===== src/rtl/tbgc_pkg.sv =====
// Package: shared types and constants of the two-blob gesture classifier.
package tbgc_pkg;

  localparam int FRAME_WIDTH   = 640;
  localparam int FRAME_HEIGHT  = 360;
  localparam int SCREEN_WIDTH  = 1440;
  localparam int SCREEN_HEIGHT = 900;
  localparam int EDGE_MARGIN   = 15;
  localparam int EDGE_PUSH     = 7;
  localparam int TRAVEL_BASE   = 100;

  // Screen scaling as an exact ratio: multiply, then shift right.
  localparam int SX_SHIFT = 2;
  localparam int SX_MUL   = SCREEN_WIDTH * (1 << SX_SHIFT) / FRAME_WIDTH;
  localparam int SY_SHIFT = 1;
  localparam int SY_MUL   = SCREEN_HEIGHT * (1 << SY_SHIFT) / FRAME_HEIGHT;

  localparam int AREA_W = 26;
  localparam int SUM_W  = 35;
  localparam int POS_W  = 10;
  localparam int CNT_W  = $clog2(SUM_W + 1);
  localparam int CFG_W  = 26;
  localparam int IDX_W  = 3;

  localparam logic [IDX_W-1:0] REG_SWIPE   = 3'd0;
  localparam logic [IDX_W-1:0] REG_PRESENT = 3'd1;
  localparam logic [IDX_W-1:0] REG_ABSENT  = 3'd2;
  localparam logic [IDX_W-1:0] REG_SHRINK  = 3'd3;
  localparam logic [IDX_W-1:0] REG_GROW    = 3'd4;
  localparam logic [IDX_W-1:0] REG_BLANK   = 3'd5;

  localparam logic [2:0] GEST_NONE  = 3'd0;
  localparam logic [2:0] GEST_RIGHT = 3'd1;
  localparam logic [2:0] GEST_LEFT  = 3'd2;
  localparam logic [2:0] GEST_SHRINK = 3'd3;
  localparam logic [2:0] GEST_GROW  = 3'd4;
  localparam logic [2:0] GEST_MOVE  = 3'd5;

  // Which quotient the divider is computing.
  typedef enum logic [1:0] {
    DIV_RX = 2'd0,
    DIV_GX = 2'd1,
    DIV_GY = 2'd2
  } div_sel_t;

  // Frame classification.
  typedef enum logic [1:0] {
    CASE_RED   = 2'd0,
    CASE_BOTH  = 2'd1,
    CASE_GREEN = 2'd2,
    CASE_BLANK = 2'd3
  } frame_case_t;

  // Controller to datapath commands.
  typedef struct packed {
    logic     load;
    logic     div_start;
    div_sel_t div_sel;
    logic     update;
  } tbgc_cmd_t;

  // Datapath to controller status.
  typedef struct packed {
    logic        div_done;
    frame_case_t fcase;
  } tbgc_stat_t;

endpackage


===== src/rtl/tbgc_divider.sv =====
// Bit-serial restoring divider for one moment over an area, with saturation.
module tbgc_divider (
  input  logic                       clk,
  input  logic                       rst_n,
  input  logic                       start,
  input  logic [tbgc_pkg::SUM_W-1:0] dividend,
  input  logic [tbgc_pkg::AREA_W-1:0] divisor,
  input  logic [tbgc_pkg::POS_W-1:0] limit_m1,
  output logic                       done,
  output logic [tbgc_pkg::POS_W-1:0] quotient
);

  logic [tbgc_pkg::SUM_W-1:0]  quo_r, quo_nxt;
  logic [tbgc_pkg::AREA_W:0]   rem_r, rem_nxt;
  logic [tbgc_pkg::CNT_W-1:0]  cnt_r, cnt_nxt;
  logic                        busy_r, busy_nxt;
  logic                        done_r, done_nxt;
  logic [tbgc_pkg::AREA_W:0]   trial;
  logic [tbgc_pkg::AREA_W:0]   shifted;

  // One quotient bit per cycle, most significant first.
  always_comb begin
    quo_nxt  = quo_r;
    rem_nxt  = rem_r;
    cnt_nxt  = cnt_r;
    busy_nxt = busy_r;
    done_nxt = 1'b0;
    shifted  = {rem_r[tbgc_pkg::AREA_W-1:0], quo_r[tbgc_pkg::SUM_W-1]};
    trial    = shifted - {1'b0, divisor};
    if (start) begin
      quo_nxt  = dividend;
      rem_nxt  = '0;
      cnt_nxt  = tbgc_pkg::CNT_W'(tbgc_pkg::SUM_W);
      busy_nxt = 1'b1;
    end else if (busy_r) begin
      if (shifted >= {1'b0, divisor}) begin
        rem_nxt = trial;
        quo_nxt = {quo_r[tbgc_pkg::SUM_W-2:0], 1'b1};
      end else begin
        rem_nxt = shifted;
        quo_nxt = {quo_r[tbgc_pkg::SUM_W-2:0], 1'b0};
      end
      cnt_nxt = cnt_r - 1'b1;
      if (cnt_r == tbgc_pkg::CNT_W'(1)) begin
        busy_nxt = 1'b0;
        done_nxt = 1'b1;
      end
    end
  end

  always_ff @(posedge clk) begin
    quo_r <= quo_nxt;
    rem_r <= rem_nxt;
    cnt_r <= cnt_nxt;
    if (!rst_n) begin
      busy_r <= 1'b0;
      done_r <= 1'b0;
    end else begin
      busy_r <= busy_nxt;
      done_r <= done_nxt;
    end
  end

  // A zero area gives zero; a quotient past the frame saturates.
  always_comb begin
    if (divisor == '0) begin
      quotient = '0;
    end else if (quo_r > tbgc_pkg::SUM_W'(limit_m1)) begin
      quotient = limit_m1;
    end else begin
      quotient = quo_r[tbgc_pkg::POS_W-1:0];
    end
  end

  assign done = done_r;

endmodule


===== src/rtl/tbgc_datapath.sv =====
// Datapath: configuration and frame registers, centroid divider, tracking state and result register.
module tbgc_datapath (
  input  logic                        clk,
  input  logic                        rst_n,
  input  tbgc_pkg::tbgc_cmd_t         cmd,
  output tbgc_pkg::tbgc_stat_t        stat,
  input  logic [tbgc_pkg::AREA_W-1:0] red_area,
  input  logic [tbgc_pkg::SUM_W-1:0]  red_sum_x,
  input  logic [tbgc_pkg::AREA_W-1:0] green_area,
  input  logic [tbgc_pkg::SUM_W-1:0]  green_sum_x,
  input  logic [tbgc_pkg::SUM_W-2:0]  green_sum_y,
  input  logic                        cfg_we,
  input  logic [tbgc_pkg::IDX_W-1:0]  cfg_addr,
  input  logic [tbgc_pkg::CFG_W-1:0]  cfg_wdata,
  output logic [2:0]                  gesture,
  output logic signed [11:0]          pointer_x,
  output logic signed [10:0]          pointer_y
);

  // Configuration registers.
  logic [8:0]                  swipe_r;
  logic [tbgc_pkg::AREA_W-1:0] present_r, absent_r;
  logic [3:0]                  shrink_frm_r, grow_frm_r, blank_frm_r;

  always_ff @(posedge clk) begin
    if (!rst_n) begin
      swipe_r      <= 9'd175;
      present_r    <= 26'd10000;
      absent_r     <= 26'd1000;
      shrink_frm_r <= 4'd5;
      grow_frm_r   <= 4'd6;
      blank_frm_r  <= 4'd10;
    end else if (cfg_we) begin
      unique case (cfg_addr)
        tbgc_pkg::REG_SWIPE:   swipe_r      <= cfg_wdata[8:0];
        tbgc_pkg::REG_PRESENT: present_r    <= cfg_wdata;
        tbgc_pkg::REG_ABSENT:  absent_r     <= cfg_wdata;
        tbgc_pkg::REG_SHRINK:  shrink_frm_r <= cfg_wdata[3:0];
        tbgc_pkg::REG_GROW:    grow_frm_r   <= cfg_wdata[3:0];
        tbgc_pkg::REG_BLANK:   blank_frm_r  <= cfg_wdata[3:0];
        default: ;
      endcase
    end
  end

  // Frame word capture.
  logic [tbgc_pkg::AREA_W-1:0] ra_r, ga_r;
  logic [tbgc_pkg::SUM_W-1:0]  rsx_r, gsx_r;
  logic [tbgc_pkg::SUM_W-2:0]  gsy_r;
  tbgc_pkg::frame_case_t       fcase_r;
  tbgc_pkg::frame_case_t       fcase_nxt;
  logic r_pres, r_abs, g_pres, g_abs;

  always_comb begin
    r_pres = red_area > present_r;
    r_abs  = red_area < absent_r;
    g_pres = green_area > present_r;
    g_abs  = green_area < absent_r;
    if (r_pres && g_abs)       fcase_nxt = tbgc_pkg::CASE_RED;
    else if (r_pres && g_pres) fcase_nxt = tbgc_pkg::CASE_BOTH;
    else if (g_pres && r_abs)  fcase_nxt = tbgc_pkg::CASE_GREEN;
    else                       fcase_nxt = tbgc_pkg::CASE_BLANK;
  end

  always_ff @(posedge clk) begin
    if (cmd.load) begin
      ra_r    <= red_area;
      ga_r    <= green_area;
      rsx_r   <= red_sum_x;
      gsx_r   <= green_sum_x;
      gsy_r   <= green_sum_y;
      fcase_r <= fcase_nxt;
    end
  end

  // Shared divider, operands picked by the controller.
  logic [tbgc_pkg::SUM_W-1:0]  div_num;
  logic [tbgc_pkg::AREA_W-1:0] div_den;
  logic [tbgc_pkg::POS_W-1:0]  div_lim;
  logic [tbgc_pkg::POS_W-1:0]  div_q;
  logic                        div_done;

  always_comb begin
    unique case (cmd.div_sel)
      tbgc_pkg::DIV_RX: begin
        div_num = rsx_r; div_den = ra_r;
        div_lim = tbgc_pkg::POS_W'(tbgc_pkg::FRAME_WIDTH - 1);
      end
      tbgc_pkg::DIV_GX: begin
        div_num = gsx_r; div_den = ga_r;
        div_lim = tbgc_pkg::POS_W'(tbgc_pkg::FRAME_WIDTH - 1);
      end
      default: begin
        div_num = {1'b0, gsy_r}; div_den = ga_r;
        div_lim = tbgc_pkg::POS_W'(tbgc_pkg::FRAME_HEIGHT - 1);
      end
    endcase
  end

  tbgc_divider u_div (
    .clk      (clk),
    .rst_n    (rst_n),
    .start    (cmd.div_start),
    .dividend (div_num),
    .divisor  (div_den),
    .limit_m1 (div_lim),
    .done     (div_done),
    .quotient (div_q)
  );

  // Centroid capture as each division finishes.
  logic [tbgc_pkg::POS_W-1:0] rx_r, gx_r, gy_r;
  always_ff @(posedge clk) begin
    if (div_done) begin
      unique case (cmd.div_sel)
        tbgc_pkg::DIV_RX: rx_r <= div_q;
        tbgc_pkg::DIV_GX: gx_r <= div_q;
        default:          gy_r <= div_q;
      endcase
    end
  end

  assign stat.div_done = div_done;
  assign stat.fcase    = fcase_r;

  // Tracking state.
  logic [9:0]  prev_x_r, prev_x_nxt;
  logic        pvalid_r, pvalid_nxt;
  logic [10:0] rtrav_r, rtrav_nxt, ltrav_r, ltrav_nxt;
  logic [9:0]  pspread_r, pspread_nxt;
  logic [3:0]  srun_r, srun_nxt, grun_r, grun_nxt, brun_r, brun_nxt;
  logic        half_r, half_nxt;
  logic signed [12:0] psx_r, psx_nxt;
  logic signed [11:0] psy_r, psy_nxt;
  logic [2:0]  gest_r, gest_nxt;
  logic signed [11:0] px_r, px_nxt;
  logic signed [10:0] py_r, py_nxt;

  logic [11:0] tsum;
  logic [9:0]  thr;
  logic [9:0]  spread;
  logic signed [11:0] gxp, gyp;
  logic signed [11:0] dx;
  logic signed [14:0] mx;
  logic signed [12:0] my;
  logic signed [12:0] sx;
  logic signed [11:0] sy;
  logic signed [12:0] nsx;
  logic signed [11:0] nsy;

  always_comb begin
    prev_x_nxt  = prev_x_r;
    pvalid_nxt  = pvalid_r;
    rtrav_nxt   = rtrav_r;
    ltrav_nxt   = ltrav_r;
    pspread_nxt = pspread_r;
    srun_nxt    = srun_r;
    grun_nxt    = grun_r;
    brun_nxt    = brun_r;
    half_nxt    = half_r;
    psx_nxt     = psx_r;
    psy_nxt     = psy_r;
    gest_nxt    = tbgc_pkg::GEST_NONE;
    px_nxt      = '0;
    py_nxt      = '0;
    thr    = 10'(swipe_r) + 10'(tbgc_pkg::TRAVEL_BASE);
    tsum   = '0;
    spread = (rx_r > gx_r) ? rx_r - gx_r : gx_r - rx_r;
    // Edge push of the green centroid, then screen scaling.
    gxp = 12'(gx_r);
    if (gxp > 12'(tbgc_pkg::FRAME_WIDTH - tbgc_pkg::EDGE_MARGIN))
      gxp = gxp + 12'(tbgc_pkg::EDGE_PUSH);
    else if (gxp < 12'(tbgc_pkg::EDGE_MARGIN))
      gxp = gxp - 12'(tbgc_pkg::EDGE_PUSH);
    gyp = 12'(gy_r);
    if (gyp > 12'(tbgc_pkg::FRAME_HEIGHT - tbgc_pkg::EDGE_MARGIN))
      gyp = gyp + 12'(tbgc_pkg::EDGE_PUSH);
    else if (gyp < 12'(tbgc_pkg::EDGE_MARGIN))
      gyp = gyp - 12'(tbgc_pkg::EDGE_PUSH);
    dx  = 12'(tbgc_pkg::FRAME_WIDTH) - gxp;
    // Scale by the ratio, then shift with a bias so negatives truncate toward zero.
    mx  = 15'(dx) * 15'(tbgc_pkg::SX_MUL);
    my  = 13'(gyp) * 13'(tbgc_pkg::SY_MUL);
    sx  = 13'((mx + (mx[14] ? 15'((1 << tbgc_pkg::SX_SHIFT) - 1) : 15'sd0))
              >>> tbgc_pkg::SX_SHIFT);
    sy  = 12'((my + (my[12] ? 13'((1 << tbgc_pkg::SY_SHIFT) - 1) : 13'sd0))
              >>> tbgc_pkg::SY_SHIFT);
    nsx = psx_r + sx;
    nsy = psy_r + sy;

    unique case (fcase_r)
      tbgc_pkg::CASE_RED: begin
        if (pvalid_r) begin
          if (prev_x_r > rx_r) begin
            ltrav_nxt = '0;
            tsum = 12'(rtrav_r) + 12'(prev_x_r - rx_r);
            rtrav_nxt = tsum[11] ? 11'h7FF : tsum[10:0];
            if (rtrav_nxt >= 11'(thr)) begin
              gest_nxt  = tbgc_pkg::GEST_RIGHT;
              rtrav_nxt = '0;
            end
          end else if (prev_x_r < rx_r) begin
            rtrav_nxt = '0;
            tsum = 12'(ltrav_r) + 12'(rx_r - prev_x_r);
            ltrav_nxt = tsum[11] ? 11'h7FF : tsum[10:0];
            if (ltrav_nxt >= 11'(thr)) begin
              gest_nxt  = tbgc_pkg::GEST_LEFT;
              ltrav_nxt = '0;
            end
          end
        end
        prev_x_nxt = rx_r;
        pvalid_nxt = 1'b1;
      end
      tbgc_pkg::CASE_BOTH: begin
        if (spread < pspread_r) begin
          srun_nxt = srun_r + 4'd1;
          grun_nxt = '0;
          pspread_nxt = spread;
          if (srun_nxt >= shrink_frm_r) begin
            srun_nxt = '0;
            gest_nxt = tbgc_pkg::GEST_SHRINK;
          end
        end else if (spread > pspread_r) begin
          grun_nxt = grun_r + 4'd1;
          srun_nxt = '0;
          pspread_nxt = spread;
          if (grun_nxt >= grow_frm_r) begin
            grun_nxt = '0;
            gest_nxt = tbgc_pkg::GEST_GROW;
          end
        end
        prev_x_nxt = rx_r;
        pvalid_nxt = 1'b1;
      end
      tbgc_pkg::CASE_GREEN: begin
        half_nxt = ~half_r;
        if (half_r) begin
          gest_nxt = tbgc_pkg::GEST_MOVE;
          px_nxt   = 12'(nsx / 13'sd2);
          py_nxt   = 11'(nsy / 12'sd2);
          psx_nxt  = '0;
          psy_nxt  = '0;
        end else begin
          psx_nxt = nsx;
          psy_nxt = nsy;
        end
      end
      default: begin
        brun_nxt = brun_r + 4'd1;
        if (brun_nxt == blank_frm_r) begin
          rtrav_nxt  = '0;
          ltrav_nxt  = '0;
          brun_nxt   = '0;
          pvalid_nxt = 1'b0;
        end
      end
    endcase
  end

  always_ff @(posedge clk) begin
    if (!rst_n) begin
      prev_x_r  <= '0;
      pvalid_r  <= 1'b0;
      rtrav_r   <= '0;
      ltrav_r   <= '0;
      pspread_r <= '0;
      srun_r    <= '0;
      grun_r    <= '0;
      brun_r    <= '0;
      half_r    <= 1'b0;
      psx_r     <= '0;
      psy_r     <= '0;
    end else if (cmd.update) begin
      prev_x_r  <= prev_x_nxt;
      pvalid_r  <= pvalid_nxt;
      rtrav_r   <= rtrav_nxt;
      ltrav_r   <= ltrav_nxt;
      pspread_r <= pspread_nxt;
      srun_r    <= srun_nxt;
      grun_r    <= grun_nxt;
      brun_r    <= brun_nxt;
      half_r    <= half_nxt;
      psx_r     <= psx_nxt;
      psy_r     <= psy_nxt;
    end
  end

  // Result register, held until the output word is taken.
  always_ff @(posedge clk) begin
    if (cmd.update) begin
      gest_r <= gest_nxt;
      px_r   <= px_nxt;
      py_r   <= py_nxt;
    end
  end

  assign gesture   = gest_r;
  assign pointer_x = px_r;
  assign pointer_y = py_r;

endmodule


===== src/rtl/tbgc_ctrl.sv =====
// Controller: sequences capture, the centroid divisions, the update and the output word.
module tbgc_ctrl (
  input  logic                 clk,
  input  logic                 rst_n,
  input  logic                 in_tvalid,
  output logic                 in_tready,
  output logic                 out_tvalid,
  input  logic                 out_tready,
  output tbgc_pkg::tbgc_cmd_t  cmd,
  input  tbgc_pkg::tbgc_stat_t stat
);

  typedef enum logic [5:0] {
    ST_IDLE  = 6'b000001,
    ST_START = 6'b000010,
    ST_DIV   = 6'b000100,
    ST_NEXT  = 6'b001000,
    ST_UPD   = 6'b010000,
    ST_OUT   = 6'b100000
  } state_t;

  state_t              state_r, state_nxt;
  tbgc_pkg::div_sel_t  sel_r, sel_nxt;
  logic                last_div;

  // Which divisions a case needs.
  always_comb begin
    unique case (stat.fcase)
      tbgc_pkg::CASE_RED:  last_div = (sel_r == tbgc_pkg::DIV_RX);
      tbgc_pkg::CASE_BOTH: last_div = (sel_r == tbgc_pkg::DIV_GX);
      default:             last_div = (sel_r == tbgc_pkg::DIV_GY);
    endcase
  end

  always_comb begin
    state_nxt     = state_r;
    sel_nxt       = sel_r;
    cmd.load      = 1'b0;
    cmd.div_start = 1'b0;
    cmd.div_sel   = sel_r;
    cmd.update    = 1'b0;
    unique case (state_r)
      ST_IDLE: begin
        if (in_tvalid) begin
          cmd.load  = 1'b1;
          state_nxt = ST_START;
        end
      end
      ST_START: begin
        if (stat.fcase == tbgc_pkg::CASE_BLANK) begin
          state_nxt = ST_UPD;
        end else begin
          sel_nxt   = (stat.fcase == tbgc_pkg::CASE_GREEN) ? tbgc_pkg::DIV_GX
                                                            : tbgc_pkg::DIV_RX;
          state_nxt = ST_NEXT;
        end
      end
      ST_NEXT: begin
        cmd.div_start = 1'b1;
        state_nxt     = ST_DIV;
      end
      ST_DIV: begin
        if (stat.div_done) begin
          if (last_div) begin
            state_nxt = ST_UPD;
          end else begin
            sel_nxt   = (sel_r == tbgc_pkg::DIV_RX) ? tbgc_pkg::DIV_GX
                                                     : tbgc_pkg::DIV_GY;
            state_nxt = ST_NEXT;
          end
        end
      end
      ST_UPD: begin
        cmd.update = 1'b1;
        state_nxt  = ST_OUT;
      end
      ST_OUT: begin
        if (out_tready) state_nxt = ST_IDLE;
      end
      default: state_nxt = ST_IDLE;
    endcase
  end

  always_ff @(posedge clk) begin
    if (!rst_n) begin
      state_r <= ST_IDLE;
      sel_r   <= tbgc_pkg::DIV_RX;
    end else begin
      state_r <= state_nxt;
      sel_r   <= sel_nxt;
    end
  end

  assign in_tready  = (state_r == ST_IDLE);
  assign out_tvalid = (state_r == ST_OUT);

endmodule


===== src/rtl/two_blob_gesture_classifier.sv =====
// Top level of the two-blob gesture classifier: ports, controller and datapath.
//
//  Channel | Direction | Word
//  in_     | input     | tdata: red_area, red_sum_x, red_sum_y, green_area,
//          |           |        green_sum_x, green_sum_y (190 bits, 192 wide)
//  out_    | output    | tdata: gesture, pointer_x, pointer_y (26 bits, 32 wide)
//  cfg_    | input     | write-only register port, index 0..5
//
// A blank frame needs no division, a red-only frame needs one and a frame with both colors
// or green only needs two; the serial divider gives one quotient bit per cycle over 35 bits.
// The result word is then held until the receiver takes it.
// Reset is synchronous on rst_n and restores control, configuration and tracking registers only.
// A new word is taken only after the previous result word has been taken.
module two_blob_gesture_classifier (
  input  logic         clk,
  input  logic         rst_n,
  input  logic         in_tvalid,
  output logic         in_tready,
  // red_area[25:0], red_sum_x[60:26], red_sum_y[94:61], green_area[120:95],
  // green_sum_x[155:121], green_sum_y[189:156], zero fill
  input  logic [191:0] in_tdata,
  output logic         out_tvalid,
  input  logic         out_tready,
  // gesture[2:0], pointer_x[14:3], pointer_y[25:15], zero fill
  output logic [31:0]  out_tdata,
  input  logic         cfg_we,
  input  logic [2:0]   cfg_addr,
  input  logic [25:0]  cfg_wdata
);

  tbgc_pkg::tbgc_cmd_t  cmd;
  tbgc_pkg::tbgc_stat_t stat;
  logic [2:0]           gesture;
  logic signed [11:0]   pointer_x;
  logic signed [10:0]   pointer_y;

  tbgc_ctrl u_ctrl (
    .clk        (clk),
    .rst_n      (rst_n),
    .in_tvalid  (in_tvalid),
    .in_tready  (in_tready),
    .out_tvalid (out_tvalid),
    .out_tready (out_tready),
    .cmd        (cmd),
    .stat       (stat)
  );

  // red_sum_y is not used by any case.
  tbgc_datapath u_dp (
    .clk         (clk),
    .rst_n       (rst_n),
    .cmd         (cmd),
    .stat        (stat),
    .red_area    (in_tdata[25:0]),
    .red_sum_x   (in_tdata[60:26]),
    .green_area  (in_tdata[120:95]),
    .green_sum_x (in_tdata[155:121]),
    .green_sum_y (in_tdata[189:156]),
    .cfg_we      (cfg_we),
    .cfg_addr    (cfg_addr),
    .cfg_wdata   (cfg_wdata),
    .gesture     (gesture),
    .pointer_x   (pointer_x),
    .pointer_y   (pointer_y)
  );

  assign out_tdata = {6'd0, pointer_y, pointer_x, gesture};

endmodule


===== config.mk =====
export PLATFORM = sky130hd
export DESIGN_NAME = two_blob_gesture_classifier
export DESIGN_NICKNAME = d
export VERILOG_FILES = /design/src/rtl/tbgc_pkg.sv /design/src/rtl/tbgc_divider.sv /design/src/rtl/tbgc_datapath.sv /design/src/rtl/tbgc_ctrl.sv /design/src/rtl/two_blob_gesture_classifier.sv
export SDC_FILE = /design/constraint.sdc
export NUM_CORES = 1
export LEC_CHECK = 0
export BUFFER_PORTS_ARGS = -buffer_cell sky130_fd_sc_hd__buf_2
export CAP_MARGIN = 15
export CORE_UTILIZATION = 61
export CTS_CLUSTER_DIAMETER = 40
export CTS_CLUSTER_SIZE = 30
export DETAILED_ROUTE_END_ITERATION = 8
export PLACE_DENSITY = 0.92
export RECOVER_POWER = 100
export SLEW_MARGIN = 20
export SYNTH_ARGS = -nofsm -noshare
export SYNTH_HDL_FRONTEND = slang
export SYNTH_SLANG_ARGS = --single-unit

===== constraint.sdc =====
create_clock -name clk -period 12.5 [get_ports clk]
set_input_delay 2.5 -clock clk [delete_from_list [all_inputs] [get_ports clk]]
set_output_delay 2.5 -clock clk [all_outputs]
set_load 0.1 [all_outputs]

==> results.tsv, run 1 <==
metric	value	unit
outcome	finished, violations left	
failing checks	max-capacitance violations, max-slew violations	
GR Layer Usage met2	51.65	%
FP Rows	78	
Int Power	2.754	mW
max-slew violation count	616	
Period minus WS final	10.81	ns
Most Used Layer, Global Route	met2	
clock buffer depth	3	
wire length of the first global-routing pass	112100	um
CP max FO	41	
Hold/Removal Path Class	reg2reg	
hold_buf cts	0	
syn avg cell area	9.509	um^2
CTS tree	built	
WL/cell	18.87	um
first drt pass iteration count	6	
GR Overflow Total	0	
total CTS buffers	58	
Starting Density	61.76	%
Port-buffer cells	217	
pin count of the biggest net entering global routing	89	
CP required	12.99	ns
IO Count	260	
cell mode on critical path	o21ai_0	
slowest CP cell	o21ai_0	
layout cells sized above 1	8.868	%
Post-synth ARST share	0	%
total of max-cap violations	13	
Via density	6.138	
HPWL Detailed	49520	um
Resize count post-CTS	0	
Gate power share	11.0	%
pwr dens	121.7	nW/um^2
setup violators final	0	
Highest Clock Rate	92.48	MHz
register area	11400	um^2
cell leakage power	13.20	nW
H-tree depth	2	
Syn Inst Count	2941	
gr usage total	29.62	%
vias in the first global route	22820	
die area	46710	um^2
most common cell after layout, fill and taps aside	ha_1	
Setup Buffers After CTS	0	
CP Launch Type	register	
Post-synth top flop	edfxtp_1	
via count	23240	
met1 Track Usage GR	34.58	%
final hold vios	0	
Multi-input gate area	15410	um^2
Post-Syn Area	27970	um^2
Max-slew headroom	-143.7	%
initial DRC count	2034	
antenna violations before repair	8	
crit-path max cell delay	2.26	ns
Worst Path Buf+Inv	1	
Setup CP Type	reg2reg	
unrepaired setup endpoints after global routing	no	
Net Sw Power	1.073	mW
Detail Route Antenna Nets	0	
post-synthesis sequential area ratio	40.77	%
Top delay family on crit path	compound AO/OA/AOI/OAI gates	
setup ws final	1.687	ns
worst slew pin tran	3.655	ns
commonest non-fill, non-tap cells in the layout	ha_1 (314), nand2_1 (299), nor2_1 (260)	
crit path cell chain	clkbuf_1 > nor2_1 > mux2i_1 > ha_1 > nor2b_1 > o21ai_0 > a21oi_1 > o311ai_0 > a31oi_1 > o21ai_0 > o21ai_0 > o21ai_0 > nand2_1 > o31a_1 > a211oi_1	
Final period util	86.50	%
Die X-Extent	216.1	um
Max VDD drop	0.0001334	V
register clock-pin slew on the reported worst setup and hold paths	0.06	ns
P&R area growth vs syn	12.45	%
worst slack at placement	2.526	ns
Fin Setup TNS	0	ns
sequential power share	43.1	%
drt drc	0	
number of flops mapped to enable cells by yosys	249	
final wirelength	71450	um
crit end category	register	
met3 usage	5.460	%
CTS Sinks	445	
synthesized flop and latch total	445	
CTS Root Cell	clkbuf_16	
Net count, final	3681	
routability cong.	0.9690	
crit path DAT	11.31	ns
Net Sw Frac	28.04	%
DIE HEIGHT	216.1	um
post-synth cell types	93	
Clock Power Share	45.9	%
Layout Skew	0.02053	ns
yosys warns	0	
core area	45280	um^2
fillcell total	3220	
latest clock arrival within the worst-skew pair	0.63	ns
registers in the layout, summed over array words and instances (netlist names), 11 cells and up:
name              cells
u_dp.gsx_r           35
u_dp.absent_r        26
u_dp.rtrav_r         11
u_dp.pointer_x       12
u_dp.ra_r            26
u_dp.present_r       26
u_dp.u_div.rem_r     26
u_dp.ltrav_r         11
u_dp.gsy_r           34
u_dp.rsx_r           35
u_dp.u_div.quo_r     35
u_dp.psx_r           13
u_dp.pointer_y       11
u_dp.psy_r           12
u_dp.ga_r            26
kinds of logic after synthesis:
logic type / synth area share [%]
other: 0.01341
DFF: 40.77
AOI/OAI and AO/OA: 15.91
muxes: 3.347
buffers and inverters: 4.156
xor gates and xnor gates: 5.736
and+or+nand+nor: 15.23
adders and majority gates: 14.84
Yosys cell counts, drive strengths merged, types with 14 or more instances:
library cell	number	area share (%)
a211oi	33	0.89
a21o	98	2.6
a21oi	260	4.7
a22o	14	0.44
a22oi	18	0.48
a31oi	20	0.45
and2	15	0.34
and3	26	0.60
buf	18	0.39
clkbuf	89	1.2
dfxtp	196	14
edfxtp	249	27
ha	314	14
inv	190	2.6
mux2i	89	3.2
nand2	301	4.1
nand2b	32	0.72
nand3	54	0.97
nand4	44	0.98
nor2	261	3.5
nor2b	38	0.85
nor3	49	0.92
nor4	25	0.72
o211ai	22	0.63
o21a	23	0.62
o21ai	116	2.1
o21bai	21	0.56
xnor2	116	3.6
xor2	62	1.9
power groups by stage:
stage                     combinational, mW  clock (mW)  sequential, mW
after floorplan                       0.286           0            1.67
after global placement                0.380           0            1.67
after detailed placement              0.397           0            1.67
after CTS                             0.406        1.77            1.64
after global routing                  0.460        1.83            1.65
final                                 0.421        1.76            1.65
per-layer routing:
| metal | vias up | share of wire [%] | wire length (um) |
|---|---|---|---|
| li1 | 10940 | - | - |
| met1 | 10950 | 38 | 27430 |
| met2 | 1087 | 49 | 34900 |
| met3 | 259 | 7.8 | 5567 |
| met4 | 4 | 4.9 | 3522 |
| met5 | - | 0.036 | 26 |
layout make-up:
class	count	share of cell area, %
antenna	7	0.05570
clock buffer	63	4.743
clock inverter	47	1.886
inverter	191	2.284
multi-input combinational	2203	48.99
sequential	445	36.26
tap	600	2.387
timing repair buffer	231	3.394
final timing paths:
check	start	end	slack [ns]	cells after the start
setup / recovery	u_ctrl.sel_r[0]	u_dp.u_div.rem_r[23]	1.69	15
hold reg to reg	u_dp.psy_r[11]	u_dp.psy_r[11]	0.45	2
hold / removal	u_dp.psy_r[11]	u_dp.psy_r[11]	0.45	2
setup reg to reg	u_ctrl.sel_r[0]	u_dp.u_div.rem_r[23]	1.69	15
tightest hold or removal path: cells and delay by family (launching register included):
family / cells / cell delay [ns]
DFF: 1 / 0.31
and+or+nand+nor: 1 / 0.05
AOI/OAI and AO/OA: 1 / 0.05
per-stage QoR:
stage                     utilization (%)  power [mW]  instance area (um^2)  hold WS (ns)  std cells
after floorplan                         -       1.955                 27980        0.4324       2946
after global placement              65.14       2.048                 29500        0.4427       3668
after detailed placement            65.14       2.070                 29500        0.4463       3668
after CTS                           69.75       3.819                 31580        0.4552       3778
after global routing                69.44       3.943                 31440        0.4710       3786
final                               69.44       3.828                 31450        0.4540       3787
Note: power is estimated with default switching activity, not from simulation.
==> inputs of run 2 (changes only) <==
CORE_ASPECT_RATIO = 1.1   (was default)
SETUP_SLACK_MARGIN = 0.1   (was default)
==> results.tsv, run 2 (synthesis gave the netlist of run 1 again) <==
metric	value	unit
outcome	finished, violations left	
failing checks	max-capacitance violations, max-slew violations	
CTS Sinks	445	
min-delay src	u_dp.absent_r[22]	
Post-DP Area	29540	um^2
Max-slew headroom	-181.7	%
IO Count	260	
CP max FO	9	
clock buffer depth	3	
cell leakage power	13.15	nW
Worst path depth	46	
antenna violations before repair	6	
unrepaired setup endpoints after global routing	no	
H-tree depth	2	
setup ws final	2.068	ns
drt drc	0	
die area	46710	um^2
Port-buffer cells	217	
CP Launch Type	register	
Critical path destination	u_dp.pointer_x[11]	
Resize count post-CTS	0	
wire length of the first global-routing pass	114900	um
total power	3.735	mW
core area	44800	um^2
gr usage total	31.14	%
Regs by FF count	u_dp.gsx_r: 35 flops, u_dp.rsx_r: 35 flops, u_dp.u_div.quo_r: 35 flops	
Detail Route Antenna Nets	0	
Final period util	83.45	%
P&R area growth vs syn	11.95	%
Period minus WS final	10.43	ns
pin count of the biggest net entering global routing	85	
first drt pass iteration count	6	
most common cell after layout, fill and taps aside	ha_1	
crit-path max cell delay	0.55	ns
commonest non-fill, non-tap cells in the layout	ha_1 (314), nand2_1 (299), nor2_1 (260)	
setup violators final	0	
register clock-pin slew on the reported worst setup and hold paths	0.06	ns
FP Rows	81	
r2r worst-path depth	46	
worst slew pin tran	4.225	ns
crit path DAT	10.78	ns
Worst Path Buf+Inv	4	
Reg2Reg Setup Slack	2.07	ns
pwr dens	119.3	nW/um^2
via count	23440	
hold_buf cts	0	
WL/cell	19.25	um
vias in the first global route	23400	
latest clock arrival within the worst-skew pair	0.64	ns
CTS tree	built	
Via density	6.221	
Hold/Removal Path Class	reg2reg	
final hold vios	0	
Highest Clock Rate	95.86	MHz
crit end category	register	
worst slack at placement	2.615	ns
Net Sw Frac	27.83	%
HPWL Detailed	51390	um
CTS Root Cell	clkbuf_16	
Setup Buffers After CTS	0	
sequential power share	44.1	%
Die X-Extent	206.2	um
total of max-cap violations	13	
total CTS buffers	56	
DIE HEIGHT	226.6	um
Clock Power Share	44.7	%
Gate power share	11.2	%
Setup CP Type	reg2reg	
GR Overflow Total	0	
Net Sw Power	1.040	mW
Int Power	2.696	mW
initial DRC count	1832	
Finished Cell Area	31310	um^2
Max VDD drop	0.0001442	V
Net count, final	3686	
Fin Setup TNS	0	ns
CP required	12.85	ns
slowest CP cell	edfxtp_1	
worst r2r src	u_dp.gx_r[1]	
Top delay family on crit path	compound AO/OA/AOI/OAI gates	
reg2reg end	u_dp.pointer_x[11]	
Starting Density	62.43	%
cell mode on critical path	ha_1	
layout cells sized above 1	8.734	%
crit path from	u_dp.gx_r[1]	
Layout Skew	0.02121	ns
max-slew violation count	609	
routability cong.	0.9807	
final wirelength	72510	um
run 2: cell count changes in the layout (fill, tap and decap cells not counted), moves of 2 or more:
cell        previous run  this run
inv_12                 5         2
clkinvlp_4             4         6
diode_2                7         3
clkinv_1               1         5
clkinv_2               3         0
clkbuf_1              99       101
buf_4                  3         9
buf_2                132       128
clkbuf_16             59        56
inv_16                 4         1
inv_6                  7        12
run 2: through the flow:
stage	hold slack (ns)	std cells	util, %
after global routing	0.4685	3764	69.87
final	0.4547	3767	69.89
after CTS	0.4548	3763	70.30
after global placement	0.4411	3657	65.93
after detailed placement	0.4463	3657	65.93
after floorplan	0.4324	2946	-
run 2: cell type report:
class                   instances  area, um^2
diodes                          3       7.507
clock buffers                  57        1415
clock inverters                49       540.5
fillers                      3085       13490
inverters                     191       718.2
multi-input cells            2203       15410
flip-flops and latches        445       11400
well taps                     581       726.9
repair buffers                238        1087
run 2: how the worst min path moves through the flow:
stage                        endpoint  cells after the start
finish              u_dp.absent_r[22]                      2
global route        u_dp.present_r[6]                      2
CTS                 u_dp.present_r[2]                      2
detailed placement  u_dp.present_r[2]                      2
global placement      u_dp.rtrav_r[3]                      1
floorplan              u_dp.psy_r[11]                      2
run 2: metal layers:
layer | track usage [%] | wire (um) | vias to the layer above
li1 | - | - | 10960
met1 | 34.41 | 26810 | 11010
met2 | 53.96 | 34910 | 1120
met3 | 7.617 | 6129 | 342
met4 | 18.50 | 4630 | 6
met5 | 0 | 33 | -
run 2: power groups by stage:
| stage | Sequential [mW] | Combinational [mW] | Clock (mW) |
|---|---|---|---|
| finish | 1.65 | 0.417 | 1.67 |
| global placement | 1.67 | 0.387 | 0 |
| floorplan | 1.67 | 0.286 | 0 |
| global route | 1.65 | 0.455 | 1.74 |
| detailed placement | 1.67 | 0.402 | 0 |
| CTS | 1.64 | 0.412 | 1.68 |
run 2: worst reg2reg max path: cells and delay by family, from the launching register on:
family / cells / cell delay, ns
compound gates: 17 / 3.74
simple gates: 12 / 2.32
xor+xnor: 4 / 0.75
fa+ha+maj: 9 / 2.42
buf+inv: 4 / 0.38
flops: 1 / 0.55
